==> src/hdl/i2cbb_pkg.sv <==
// Types and constants shared by the I2C bit-bang master engine.
`timescale 1ns / 1ps
`default_nettype none

package i2cbb_pkg;

    typedef enum logic [3:0] {
        ST_IDLE   = 4'd0,
        ST_START  = 4'd1,
        ST_STOP   = 4'd2,
        ST_WDATA  = 4'd3,
        ST_WHIGH  = 4'd4,
        ST_AREL   = 4'd5,
        ST_AHIGH  = 4'd6,
        ST_APOLL  = 4'd7,
        ST_TOSTOP = 4'd8,
        ST_AEND   = 4'd9,
        ST_RHIGH  = 4'd10,
        ST_RLOW   = 4'd11,
        ST_KSET   = 4'd12,
        ST_KHIGH  = 4'd13,
        ST_KLOW   = 4'd14,
        ST_KREL   = 4'd15
    } t_cmd_state;

    localparam logic [2:0] REQ_NONE  = 3'd0;
    localparam logic [2:0] REQ_START = 3'd1;
    localparam logic [2:0] REQ_STOP  = 3'd2;
    localparam logic [2:0] REQ_WRITE = 3'd3;
    localparam logic [2:0] REQ_READ  = 3'd4;

    localparam logic       CFG_HALF_PERIOD = 1'b0;
    localparam logic       CFG_POLL_LIMIT  = 1'b1;

    localparam logic [15:0] HALF_PERIOD_RST = 16'd5;
    localparam logic [7:0]  POLL_LIMIT_RST  = 8'd250;
    localparam logic [3:0]  BITS_PER_BYTE   = 4'd8;

    typedef struct packed {
        t_cmd_state  state;
        logic [1:0]  step;
        logic [3:0]  bits;
        logic [7:0]  shreg;
        logic [15:0] ticks;
        logic [7:0]  polls;
        logic        scl;
        logic        sda;
        logic        ack_fail;
        logic        ack_choice;
        logic [7:0]  rx_last;
    } t_eng_state;

    localparam t_eng_state ENG_RST = '{
        state: ST_IDLE, step: 2'd0, bits: 4'd0, shreg: 8'd0, ticks: 16'd0,
        polls: 8'd0, scl: 1'b1, sda: 1'b1, ack_fail: 1'b0, ack_choice: 1'b0,
        rx_last: 8'd0
    };

endpackage

`default_nettype wire

==> src/hdl/i2cbb_step.sv <==
// Next-state logic of the engine for one tick.
`timescale 1ns / 1ps
`default_nettype none

module i2cbb_step
    import i2cbb_pkg::*;
(
    input  wire t_eng_state  i_cur,
    input  wire logic [2:0]  i_req_type,
    input  wire logic [7:0]  i_tx_byte,
    input  wire logic        i_send_ack,
    input  wire logic        i_sda_in,
    input  wire logic [15:0] i_half_period,
    input  wire logic [7:0]  i_poll_limit,
    output t_eng_state       o_nxt,
    output logic             o_done
);

    function automatic t_eng_state f_enter(t_eng_state s, t_cmd_state st, logic [1:0] step);
        t_eng_state r;
        r       = s;
        r.state = st;
        r.step  = step;
        r.ticks = '0;
        case (st)
            ST_START: begin
                if (step == 2'd0) begin
                    r.sda = 1'b1;
                    r.scl = 1'b1;
                end else if (step == 2'd1) begin
                    r.sda = 1'b0;
                end else begin
                    r.scl = 1'b0;
                end
            end
            ST_STOP, ST_TOSTOP: begin
                if (step == 2'd0) begin
                    r.sda = 1'b0;
                end else if (step == 2'd1) begin
                    r.scl = 1'b1;
                end else begin
                    r.sda = 1'b1;
                end
            end
            ST_WDATA: begin
                r.scl = 1'b0;
                r.sda = s.shreg[7];
            end
            ST_WHIGH, ST_AHIGH, ST_KHIGH: r.scl = 1'b1;
            ST_AREL: begin
                r.scl = 1'b0;
                r.sda = 1'b1;
            end
            ST_AEND, ST_RLOW, ST_KLOW: r.scl = 1'b0;
            ST_RHIGH: begin
                r.scl = 1'b1;
                r.sda = 1'b1;
            end
            ST_KSET: r.sda = ~s.ack_choice;
            ST_KREL: r.sda = 1'b1;
            default: r = r;
        endcase
        return r;
    endfunction

    logic [15:0] hold;
    logic [15:0] tick_inc;
    logic [8:0]  poll_inc;
    logic [3:0]  bits_inc;
    t_eng_state  s;

    assign hold     = (i_half_period == 16'd0) ? 16'd1 : i_half_period;
    assign tick_inc = i_cur.ticks + 16'd1;
    assign poll_inc = {1'b0, i_cur.polls} + 9'd1;
    assign bits_inc = i_cur.bits + 4'd1;

    always_comb begin
        s      = i_cur;
        o_nxt  = i_cur;
        o_done = 1'b0;
        if (i_cur.state == ST_IDLE) begin
            case (i_req_type)
                REQ_START: o_nxt = f_enter(s, ST_START, 2'd0);
                REQ_STOP:  o_nxt = f_enter(s, ST_STOP, 2'd0);
                REQ_WRITE: begin
                    s.shreg    = i_tx_byte;
                    s.bits     = '0;
                    s.polls    = '0;
                    s.ack_fail = 1'b0;
                    o_nxt      = f_enter(s, ST_WDATA, 2'd0);
                end
                REQ_READ: begin
                    s.shreg      = '0;
                    s.bits       = '0;
                    s.ack_choice = i_send_ack;
                    o_nxt        = f_enter(s, ST_RHIGH, 2'd0);
                end
                default: o_nxt = i_cur;
            endcase
        end else if (tick_inc < hold) begin
            o_nxt.ticks = tick_inc;
        end else begin
            s.ticks = '0;
            o_nxt   = s;
            case (i_cur.state)
                ST_START, ST_STOP: begin
                    if (i_cur.step < 2'd2) begin
                        o_nxt = f_enter(s, i_cur.state, i_cur.step + 2'd1);
                    end else begin
                        o_nxt.state = ST_IDLE;
                        o_done      = 1'b1;
                    end
                end
                ST_TOSTOP: begin
                    if (i_cur.step < 2'd2) begin
                        o_nxt = f_enter(s, ST_TOSTOP, i_cur.step + 2'd1);
                    end else begin
                        o_nxt = f_enter(s, ST_AEND, 2'd0);
                    end
                end
                ST_WDATA: o_nxt = f_enter(s, ST_WHIGH, 2'd0);
                ST_WHIGH: begin
                    s.shreg = {i_cur.shreg[6:0], 1'b0};
                    s.bits  = bits_inc;
                    o_nxt   = f_enter(s, (bits_inc >= BITS_PER_BYTE) ? ST_AREL : ST_WDATA,
                                      2'd0);
                end
                ST_AREL: o_nxt = f_enter(s, ST_AHIGH, 2'd0);
                ST_AHIGH, ST_APOLL: begin
                    if (!i_sda_in) begin
                        o_nxt = f_enter(s, ST_AEND, 2'd0);
                    end else if (poll_inc > {1'b0, i_poll_limit}) begin
                        s.ack_fail = 1'b1;
                        o_nxt      = f_enter(s, ST_TOSTOP, 2'd0);
                    end else begin
                        s.polls = poll_inc[7:0];
                        o_nxt   = f_enter(s, ST_APOLL, 2'd0);
                    end
                end
                ST_AEND, ST_KREL: begin
                    o_nxt.state = ST_IDLE;
                    o_done      = 1'b1;
                end
                ST_RHIGH: begin
                    s.shreg = {i_cur.shreg[6:0], i_sda_in};
                    s.bits  = bits_inc;
                    o_nxt   = f_enter(s, ST_RLOW, 2'd0);
                end
                ST_RLOW: begin
                    if (i_cur.bits >= BITS_PER_BYTE) begin
                        s.rx_last = i_cur.shreg;
                        o_nxt     = f_enter(s, ST_KSET, 2'd0);
                    end else begin
                        o_nxt = f_enter(s, ST_RHIGH, 2'd0);
                    end
                end
                ST_KSET:  o_nxt = f_enter(s, ST_KHIGH, 2'd0);
                ST_KHIGH: o_nxt = f_enter(s, ST_KLOW, 2'd0);
                ST_KLOW: begin
                    if (i_cur.ack_choice) begin
                        o_nxt = f_enter(s, ST_KREL, 2'd0);
                    end else begin
                        o_nxt.state = ST_IDLE;
                        o_done      = 1'b1;
                    end
                end
                default: o_nxt.state = ST_IDLE;
            endcase
        end
    end

endmodule

`default_nettype wire

==> src/hdl/i2c_bitbang_master_engine.sv <==
// Top level of the I2C bit-bang master engine: config, engine state, result register.
//
//  channel  | direction | handshake                      | payload
//  ---------+-----------+--------------------------------+---------------------------------
//  s_axis   | in        | s_axis_tvalid / s_axis_tready  | tdata: tx_byte, send_ack, sda_in
//           |           |                                | tuser: req_type
//  m_axis   | out       | m_axis_tvalid / m_axis_tready  | tdata: scl, sda, busy, done,
//           |           |                                | rx_byte, ack_error
//  cfg      | in        | i_cfg_valid / o_cfg_ready      | i_cfg_index, i_cfg_data
//
// Each input gives one output in the cycle after; one tick per cycle unless stalled.
// The engine state advances on each accepted input transaction only, through one pass of
// the next-state logic into the state and result registers.
// Synchronous active-low reset: engine idle, both lines released, config registers at defaults.
// A stalled output holds the result register and lowers s_axis_tready.
`timescale 1ns / 1ps
`default_nettype none

module i2c_bitbang_master_engine
    import i2cbb_pkg::*;
(
    input  wire logic        i_clk,
    input  wire logic        i_rst_n,
    input  wire logic        s_axis_tvalid,
    output logic             s_axis_tready,
    input  wire logic [15:0] s_axis_tdata,   // tx_byte[7:0], send_ack[8], sda_in[9], zero
    input  wire logic [2:0]  s_axis_tuser,   // req_type[2:0]
    output logic             m_axis_tvalid,
    input  wire logic        m_axis_tready,
    output logic [15:0]      m_axis_tdata,   // scl[0], sda[1], busy[2], done[3],
                                             // rx_byte[11:4], ack_error[12], zero
    input  wire logic        i_cfg_valid,
    output logic             o_cfg_ready,
    input  wire logic        i_cfg_index,
    input  wire logic [15:0] i_cfg_data
);

    logic [15:0] r_half_period;
    logic [7:0]  r_poll_limit;
    t_eng_state  r_eng;
    t_eng_state  n_eng;
    logic        n_done;
    logic        r_out_valid;
    logic [15:0] r_out_data;
    logic        in_fire;

    assign o_cfg_ready   = 1'b1;
    assign s_axis_tready = !r_out_valid || m_axis_tready;
    assign in_fire       = s_axis_tvalid && s_axis_tready;
    assign m_axis_tvalid = r_out_valid;
    assign m_axis_tdata  = r_out_data;

    always_ff @(posedge i_clk) begin
        if (!i_rst_n) begin
            r_half_period <= HALF_PERIOD_RST;
            r_poll_limit  <= POLL_LIMIT_RST;
        end else if (i_cfg_valid) begin
            if (i_cfg_index == CFG_HALF_PERIOD) begin
                r_half_period <= i_cfg_data;
            end else begin
                r_poll_limit <= i_cfg_data[7:0];
            end
        end
    end

    i2cbb_step u_step (
        .i_cur         (r_eng),
        .i_req_type    (s_axis_tuser),
        .i_tx_byte     (s_axis_tdata[7:0]),
        .i_send_ack    (s_axis_tdata[8]),
        .i_sda_in      (s_axis_tdata[9]),
        .i_half_period (r_half_period),
        .i_poll_limit  (r_poll_limit),
        .o_nxt         (n_eng),
        .o_done        (n_done)
    );

    always_ff @(posedge i_clk) begin
        if (!i_rst_n) begin
            r_eng       <= ENG_RST;
            r_out_valid <= 1'b0;
        end else if (in_fire) begin
            r_eng       <= n_eng;
            r_out_valid <= 1'b1;
        end else if (m_axis_tready) begin
            r_out_valid <= 1'b0;
        end
    end

    always_ff @(posedge i_clk) begin
        if (in_fire) begin
            r_out_data <= {3'b000, n_eng.ack_fail, n_eng.rx_last, n_done,
                           (n_eng.state != ST_IDLE), n_eng.sda, n_eng.scl};
        end
    end

    a_stall_blocks_input: assert property (@(posedge i_clk) disable iff (!i_rst_n)
        (r_out_valid && !m_axis_tready) |-> !s_axis_tready)
        else $error("input taken while result stalled");

    a_idle_no_req: assert property (@(posedge i_clk) disable iff (!i_rst_n)
        (in_fire && r_eng.state == ST_IDLE && s_axis_tuser == REQ_NONE)
        |=> (r_eng.state == ST_IDLE))
        else $error("engine left idle without a command");

    a_idle_ticks_clear: assert property (@(posedge i_clk) disable iff (!i_rst_n)
        (r_eng.state == ST_IDLE) |-> (r_eng.ticks == 16'd0))
        else $error("phase tick counter not cleared in idle");

    a_bits_bounded: assert property (@(posedge i_clk) disable iff (!i_rst_n)
        r_eng.bits <= BITS_PER_BYTE)
        else $error("bit counter beyond one byte");

    a_done_idle: assert property (@(posedge i_clk) disable iff (!i_rst_n)
        (in_fire && n_done) |=> (r_eng.state == ST_IDLE && r_out_valid))
        else $error("completion reported while engine busy");

endmodule

`default_nettype wire

==> config.mk <==
export PLATFORM = sky130hd
export DESIGN_NAME = i2c_bitbang_master_engine
export DESIGN_NICKNAME = d
export VERILOG_FILES = /design/src/hdl/i2cbb_pkg.sv /design/src/hdl/i2cbb_step.sv /design/src/hdl/i2c_bitbang_master_engine.sv
export SDC_FILE = /design/constraint.sdc
export NUM_CORES = 1
export LEC_CHECK = 0
export ABC_CLOCK_PERIOD_IN_PS = 4440
export BUFFER_PORTS_ARGS = -buffer_cell sky130_fd_sc_hd__buf_2
export CELL_PAD_IN_SITES_DETAIL_PLACEMENT = 1
export CELL_PAD_IN_SITES_GLOBAL_PLACEMENT = 1
export CORE_MARGIN = 5
export CORE_UTILIZATION = 25
export DETAILED_ROUTE_END_ITERATION = 16
export HOLD_SLACK_MARGIN = 0.05
export MAX_ROUTING_LAYER = met4
export PLACE_DENSITY_LB_ADDON = 0.15
export SLEW_MARGIN = 20
export SYNTH_ARGS = -nofsm -noshare
export SYNTH_HDL_FRONTEND = slang
export SYNTH_SLANG_ARGS = --single-unit
==> constraint.sdc <==
create_clock -name i_clk -period 4.44 [get_ports i_clk]
set_input_delay 0.222 -clock i_clk [delete_from_list [all_inputs] [get_ports i_clk]]
set_output_delay 0.222 -clock i_clk [all_outputs]
set_load 0.02 [all_outputs]
# Word level (Yosys, flattened, before mapping)
# Index checks and enable logic that the tools add are counted.
# classes
add_sub_neg	4
order_cmp	5
eq_ne	55
muxes	33
bitwise	2
n_reduce_logical	32
# ops
cell	n
$pmux 50 s9	1
$pmux 54 s4	1
$mux 54	3
$mux 50	2
$eq 4x4->1 const B	16
$mux 53	1
$mux 51	1
$pmux 4 s11	1
$mux 16	2
$eq 4x3->1 const B	7
$ne 2x1->1 const B	11
$mux 20	1
$mux 18	1
$reduce_and 17->1	1
$add 16x1->16 const B	1
$eq 4x2->1 const B	4
$logic_not 16->1	1
$lt 16x16->1	1
$reduce_and 15->1	1
$reduce_and 13->1	1
$ne 2x2->1 const B	6
$reduce_or 2->1	6
$mux 1	10
$reduce_bool 10->1	1
35 further kinds	50
# word_totals
regBits	92
wordCells	147

# Longest topological paths before layout
# depth
word_depth	10
depth_mapped	15
depth_no_buf	13

# Hierarchy
# From an unflattened synthesis, not the netlist that was laid out.
# hier_totals
cells_unflattened	860
hier_area_um2	6625.1
# by_module_without_submodules
mod	instances	cells_per_inst	area_per_inst_um2	seq_area_each_um2
i2c_bitbang_master_engine	1	366	3564.7	1971.9
i2cbb_step	1	494	3060.4	0.0

# Least setup slack after synthesis
# No wires, ideal clock.
# synth_path
path_kind	reg-to-reg
from	register r_eng[20] (netlist name)
to	register r_out_data[10] (netlist: m_axis_tdata[10]), data pin
setup_ns	0.260
arrival_ns	3.324
required_time_ns	4.180
path_slack_ns	0.856
path_stages_with_launch	14
period_less_slack_ns	3.584
path_cell_list	dfxtp_1 -> ha_1 -> nand3_1 -> nor3_1 -> and3_1 -> and3_1 -> xor2_1 -> ha_1 -> and4_1 -> a221oi_2 -> o21ai_2 -> buf_4 -> nand2_2 -> mux2_2
# synth_rtl
element	line	text
start: declaration	i2c_bitbang_master_engine.sv:40	t_eng_state r_eng;
start signal: assignment	i2c_bitbang_master_engine.sv:83	r_eng <= n_eng;
end signal: assignment	i2c_bitbang_master_engine.sv:92	r_out_data <= {3'b000, n_eng.ack_fail, n_eng.rx_last, n_done,
end: declaration	i2c_bitbang_master_engine.sv:44	logic [15:0] r_out_data;

# Worst setup path in the final report
# layout_path
from	register r_eng[20] (netlist name)
to	register r_eng[46] (netlist name)
# layout_between
elab_chain_len	4
# layout_lines
element	line	text
$add 16x1->16	i2cbb_step.sv:73	assign tick_inc = i_cur.ticks + 16'd1;
$lt 16x16->1	i2cbb_step.sv:100	end else if (tick_inc < hold) begin
$ne 2x1->1 (no source line)	n/a	
$reduce_and 13->1 (no source line)	n/a	
# Every way passes these cells.
# A chain may end at the register's enable or synchronous reset.

==> results.cfg <==
[final_layout]
multi_input_area_um2 = 3416
post_layout_nonfiller_instances = 1024
num-nets-final = 802
synthToLayoutAreaGrowth_pct = 14.06
final-seq-area_um2 = 1972
nFillCells = 2674
diodes = 0
drive_above_1_share = 0.1475
fin_area_um2 = 6538

[floorplanning]
die_h_um = 161.4
die_x_um = 161.4
rows = 55
dieArea_um2 = 26050
coreArea_um2 = 22640
start_util = 0.2532
io_pins = 60

[pwr]
combPwrFrac = 0.146
power.total_w = 0.001958
seq_power_share = 0.457
switchingPower_w = 0.0005918
clock_power_share = 0.396
p_int_w = 0.001366
swShare = 0.3023
p_leak_nw = 2.595
ir_worst_vdd_mv = 0.1353
p_per_area_nw_per_um2 = 299.4

[logic_synthesis]
yosysUniqueCellTypes = 72
syn_inst = 698
ys.flop_type = dfxtp_1
synth.ff_latch_count = 92
synth_top_family_by_area = simple AND/OR/NAND/NOR gates
synthSimpleGateAreaFrac = 0.2338
synthArstFlopShare = 0
yosys.area_share.adder = 0.05894
synth_compound_area_frac = 0.2266
synth-seq-area-share = 0.3440
ys_warn_count = 0
synth_edf_count = 13
synthMuxAreaShare = 0.03689
syn_area_um2 = 5732
synth-xor-area-share = 0.03667
avgSynthCellArea_um2 = 8.212

[critical_path]
endpoint_kind = register
crit_path_max_fanout = 22
rrSetupSlack_ns = 0.48
worstSetupStartpoint = r_eng[20]
critical_path_class = reg -> reg
r2r-start = r_eng[20]
cp_data_required_time_ns = 4.68
cp-start-kind = register
r2r_end = r_eng[46]
crit_arrival_ns = 4.20
r2r_cells = 13

[sta]
hold_viol = 0
tns_ns = 0
finalHoldWorstSlack_ns = 0.1179
skew_ns = 0.008605
finalSetupViolCount = 0
rsz0062_at_grt = false
max_slew_margin = 0.4109
max_freq_mhz = 252.4
layout_min_cycle_time_ns = 3.961
slew_violations = 0
fin_crit_sh = 0.8922
worst_slew_pin_slew_ns = 0.8836

[routing]
avgRoutedWirePerCell_um = 16.76
drt_first_iter_violations = 254
via_per_inst = 5.002
ant_nets = 0
vias = 5122
wl_mm = 17.16
firstDrtPassIters = 4
drc = 0

[placement]
post-dp-hpwl_mm = 12.61
numPortBuffers = 49
dp.cells = 1008
dpl_cell_area_um2 = 6238
place.gp.congestion = 0.8294

[clock_network]
cts_buffers = 9
cts_hold_buf = 0
cts_tree = yes
cts_resized = 0
post_cts.repair.setup_buffers = 0
clk_pin_slew_ns = 0.07
htreeDepth = 3
clock-root-buffer = clkbuf_16
insertion_delay_ns = 0.35
clock_path_buffers = 2
cts.sinks = 92

[grt]
antenna_found_initial = 0
grt_use_total = 0.1381
grt_pass1_vias = 5532
overflow = 0
grt_max_degree = 82
grt_pass1_wl_mm = 28.61

[outcome]
status = completed

[worst_hold_path]
hold_depth = 3
hp-start = i_cfg_data[8]
min_to = r_half_period[8]
hp-class = in -> reg

[run]
drv_cap = 0
==> synth_stat cells (4+ instances only) <==
master / count / area, um2
nand2_1: 88 / 330.3
dfxtp_1: 79 / 1582
nor2_1: 38 / 142.6
inv_1: 37 / 138.9
a21oi_1: 33 / 165.2
o21ai_0: 33 / 165.2
ha_1: 27 / 337.8
nand3_1: 27 / 135.1
a21boi_0: 23 / 172.7
nor2b_1: 21 / 131.4
nor3_1: 20 / 100.1
o211ai_1: 20 / 150.1
clkbuf_1: 19 / 71.32
nand3b_1: 15 / 112.6
edfxtp_1: 13 / 390.4
xor2_1: 13 / 113.9
a21boi_1: 11 / 82.58
and3_1: 11 / 68.82
mux2i_1: 11 / 110.1
o21ai_1: 11 / 55.05
xnor2_1: 11 / 96.34
buf_2: 10 / 50.05
buf_4: 9 / 67.56
mux2_2: 9 / 101.4
a22oi_1: 8 / 60.06
nand4_1: 8 / 50.05
a31oi_1: 6 / 37.54
o22ai_1: 6 / 37.54
a211oi_1: 5 / 37.54
nand2b_1: 5 / 31.28
and2_1: 4 / 25.02
nor3_2: 4 / 40.04
o221ai_1: 4 / 35.03
o31ai_1: 4 / 30.03
==> logic make-up (layout without fill, tap and decap cells) <==
kind of cell	after synthesis	after routing
xor gates and xnor gates	24	24
buffers and inverters	78	117
other	2	4
AOI/OAI and AO/OA	194	194
DFF	92	92
and+or+nand+nor	261	261
muxes	20	20
adders and majority gates	27	27
==> sequential cells by signal (all words and copies together), names as in the netlist <==
name	flops
m_axis_tdata	13
m_axis_tvalid	1
r_eng	54
r_half_period	16
r_poll_limit	8
==> layer usage <==
| layer | wire length (um) | GRT usage | part of all wire |
|---|---|---|---|
| met4 | 267 | 0.03916 | 0.016 |
| met5 | 0 | - | 0 |
| met1 | 8369 | 0.1756 | 0.49 |
| met3 | 357 | 0.02092 | 0.021 |
| met2 | 8165 | 0.2285 | 0.48 |
==> cells in the final DEF (no fill, tap or decap), types with 11 or more instances in the layout <==
cell type	netlist	routed
nand3_1	27	27
a21boi_1	11	11
nor3_1	20	20
o211ai_1	20	20
ha_1	27	27
mux2i_1	11	11
xnor2_1	11	11
inv_1	37	37
xor2_1	13	13
buf_2	10	49
edfxtp_1	13	13
dfxtp_1	79	79
o21ai_1	11	11
nor2_1	38	38
nand2_1	88	88
and3_1	11	11
a21oi_1	33	33
nand3b_1	15	15
a21boi_0	23	23
buf_4	9	15
o21ai_0	33	33
nor2b_1	21	20
==> through the flow <==
step / setup slack (ns) / util
2_1_floorplan: 0.8563 / -
3_3_place_gp: 0.4996 / 0.2755
3_5_place_dp: 0.4725 / 0.2755
4_1_cts: 0.4492 / 0.2886
5_1_grt: 0.1012 / 0.2888
6_report: 0.4786 / 0.2888
==> layout make-up <==
class | instances | area share
flip-flops and latches | 92 | 0.3016
inverters | 37 | 0.02124
clock inverters | 7 | 0.01091
clock buffers | 9 | 0.03445
well taps | 285 | 0.05455
repair buffers | 64 | 0.05474
multi-input cells | 530 | 0.5225
==> how the worst max path moves through the flow <==
stage	to	slack (ns)	depth (start not counted)
global placement	m_axis_tdata[2]	0.50	13
floorplan	m_axis_tdata[10]	0.86	13
finish	r_eng[46]	0.48	13
detailed placement	r_eng[46]	0.47	13
CTS	r_eng[46]	0.45	13
global route	r_eng[44]	0.10	13
==> critical path, stage by stage (launching register included) <==
cell      delay, ns
dfxtp_1        0.41
ha_1           0.25
nand3_1        0.17
nor3_1         0.32
and3_1         0.29
and3_1         0.24
xor2_1         0.09
ha_1           0.29
and4_1         0.24
o211ai_1       0.14
o21a_2         0.31
a21oi_2        0.73
a21boi_0       0.27
o22ai_1        0.09
==> power groups by stage <==
stage	registers (W)	logic [W]	clock network, W
2_1_floorplan	0.000916	0.000191	0
3_3_place_gp	0.000914	0.000286	0
3_5_place_dp	0.000916	0.000290	0
4_1_cts	0.000896	0.000291	0.000814
5_1_grt	0.000900	0.000321	0.000849
6_report	0.000895	0.000286	0.000776
Note: power is estimated with default switching activity, not from simulation.
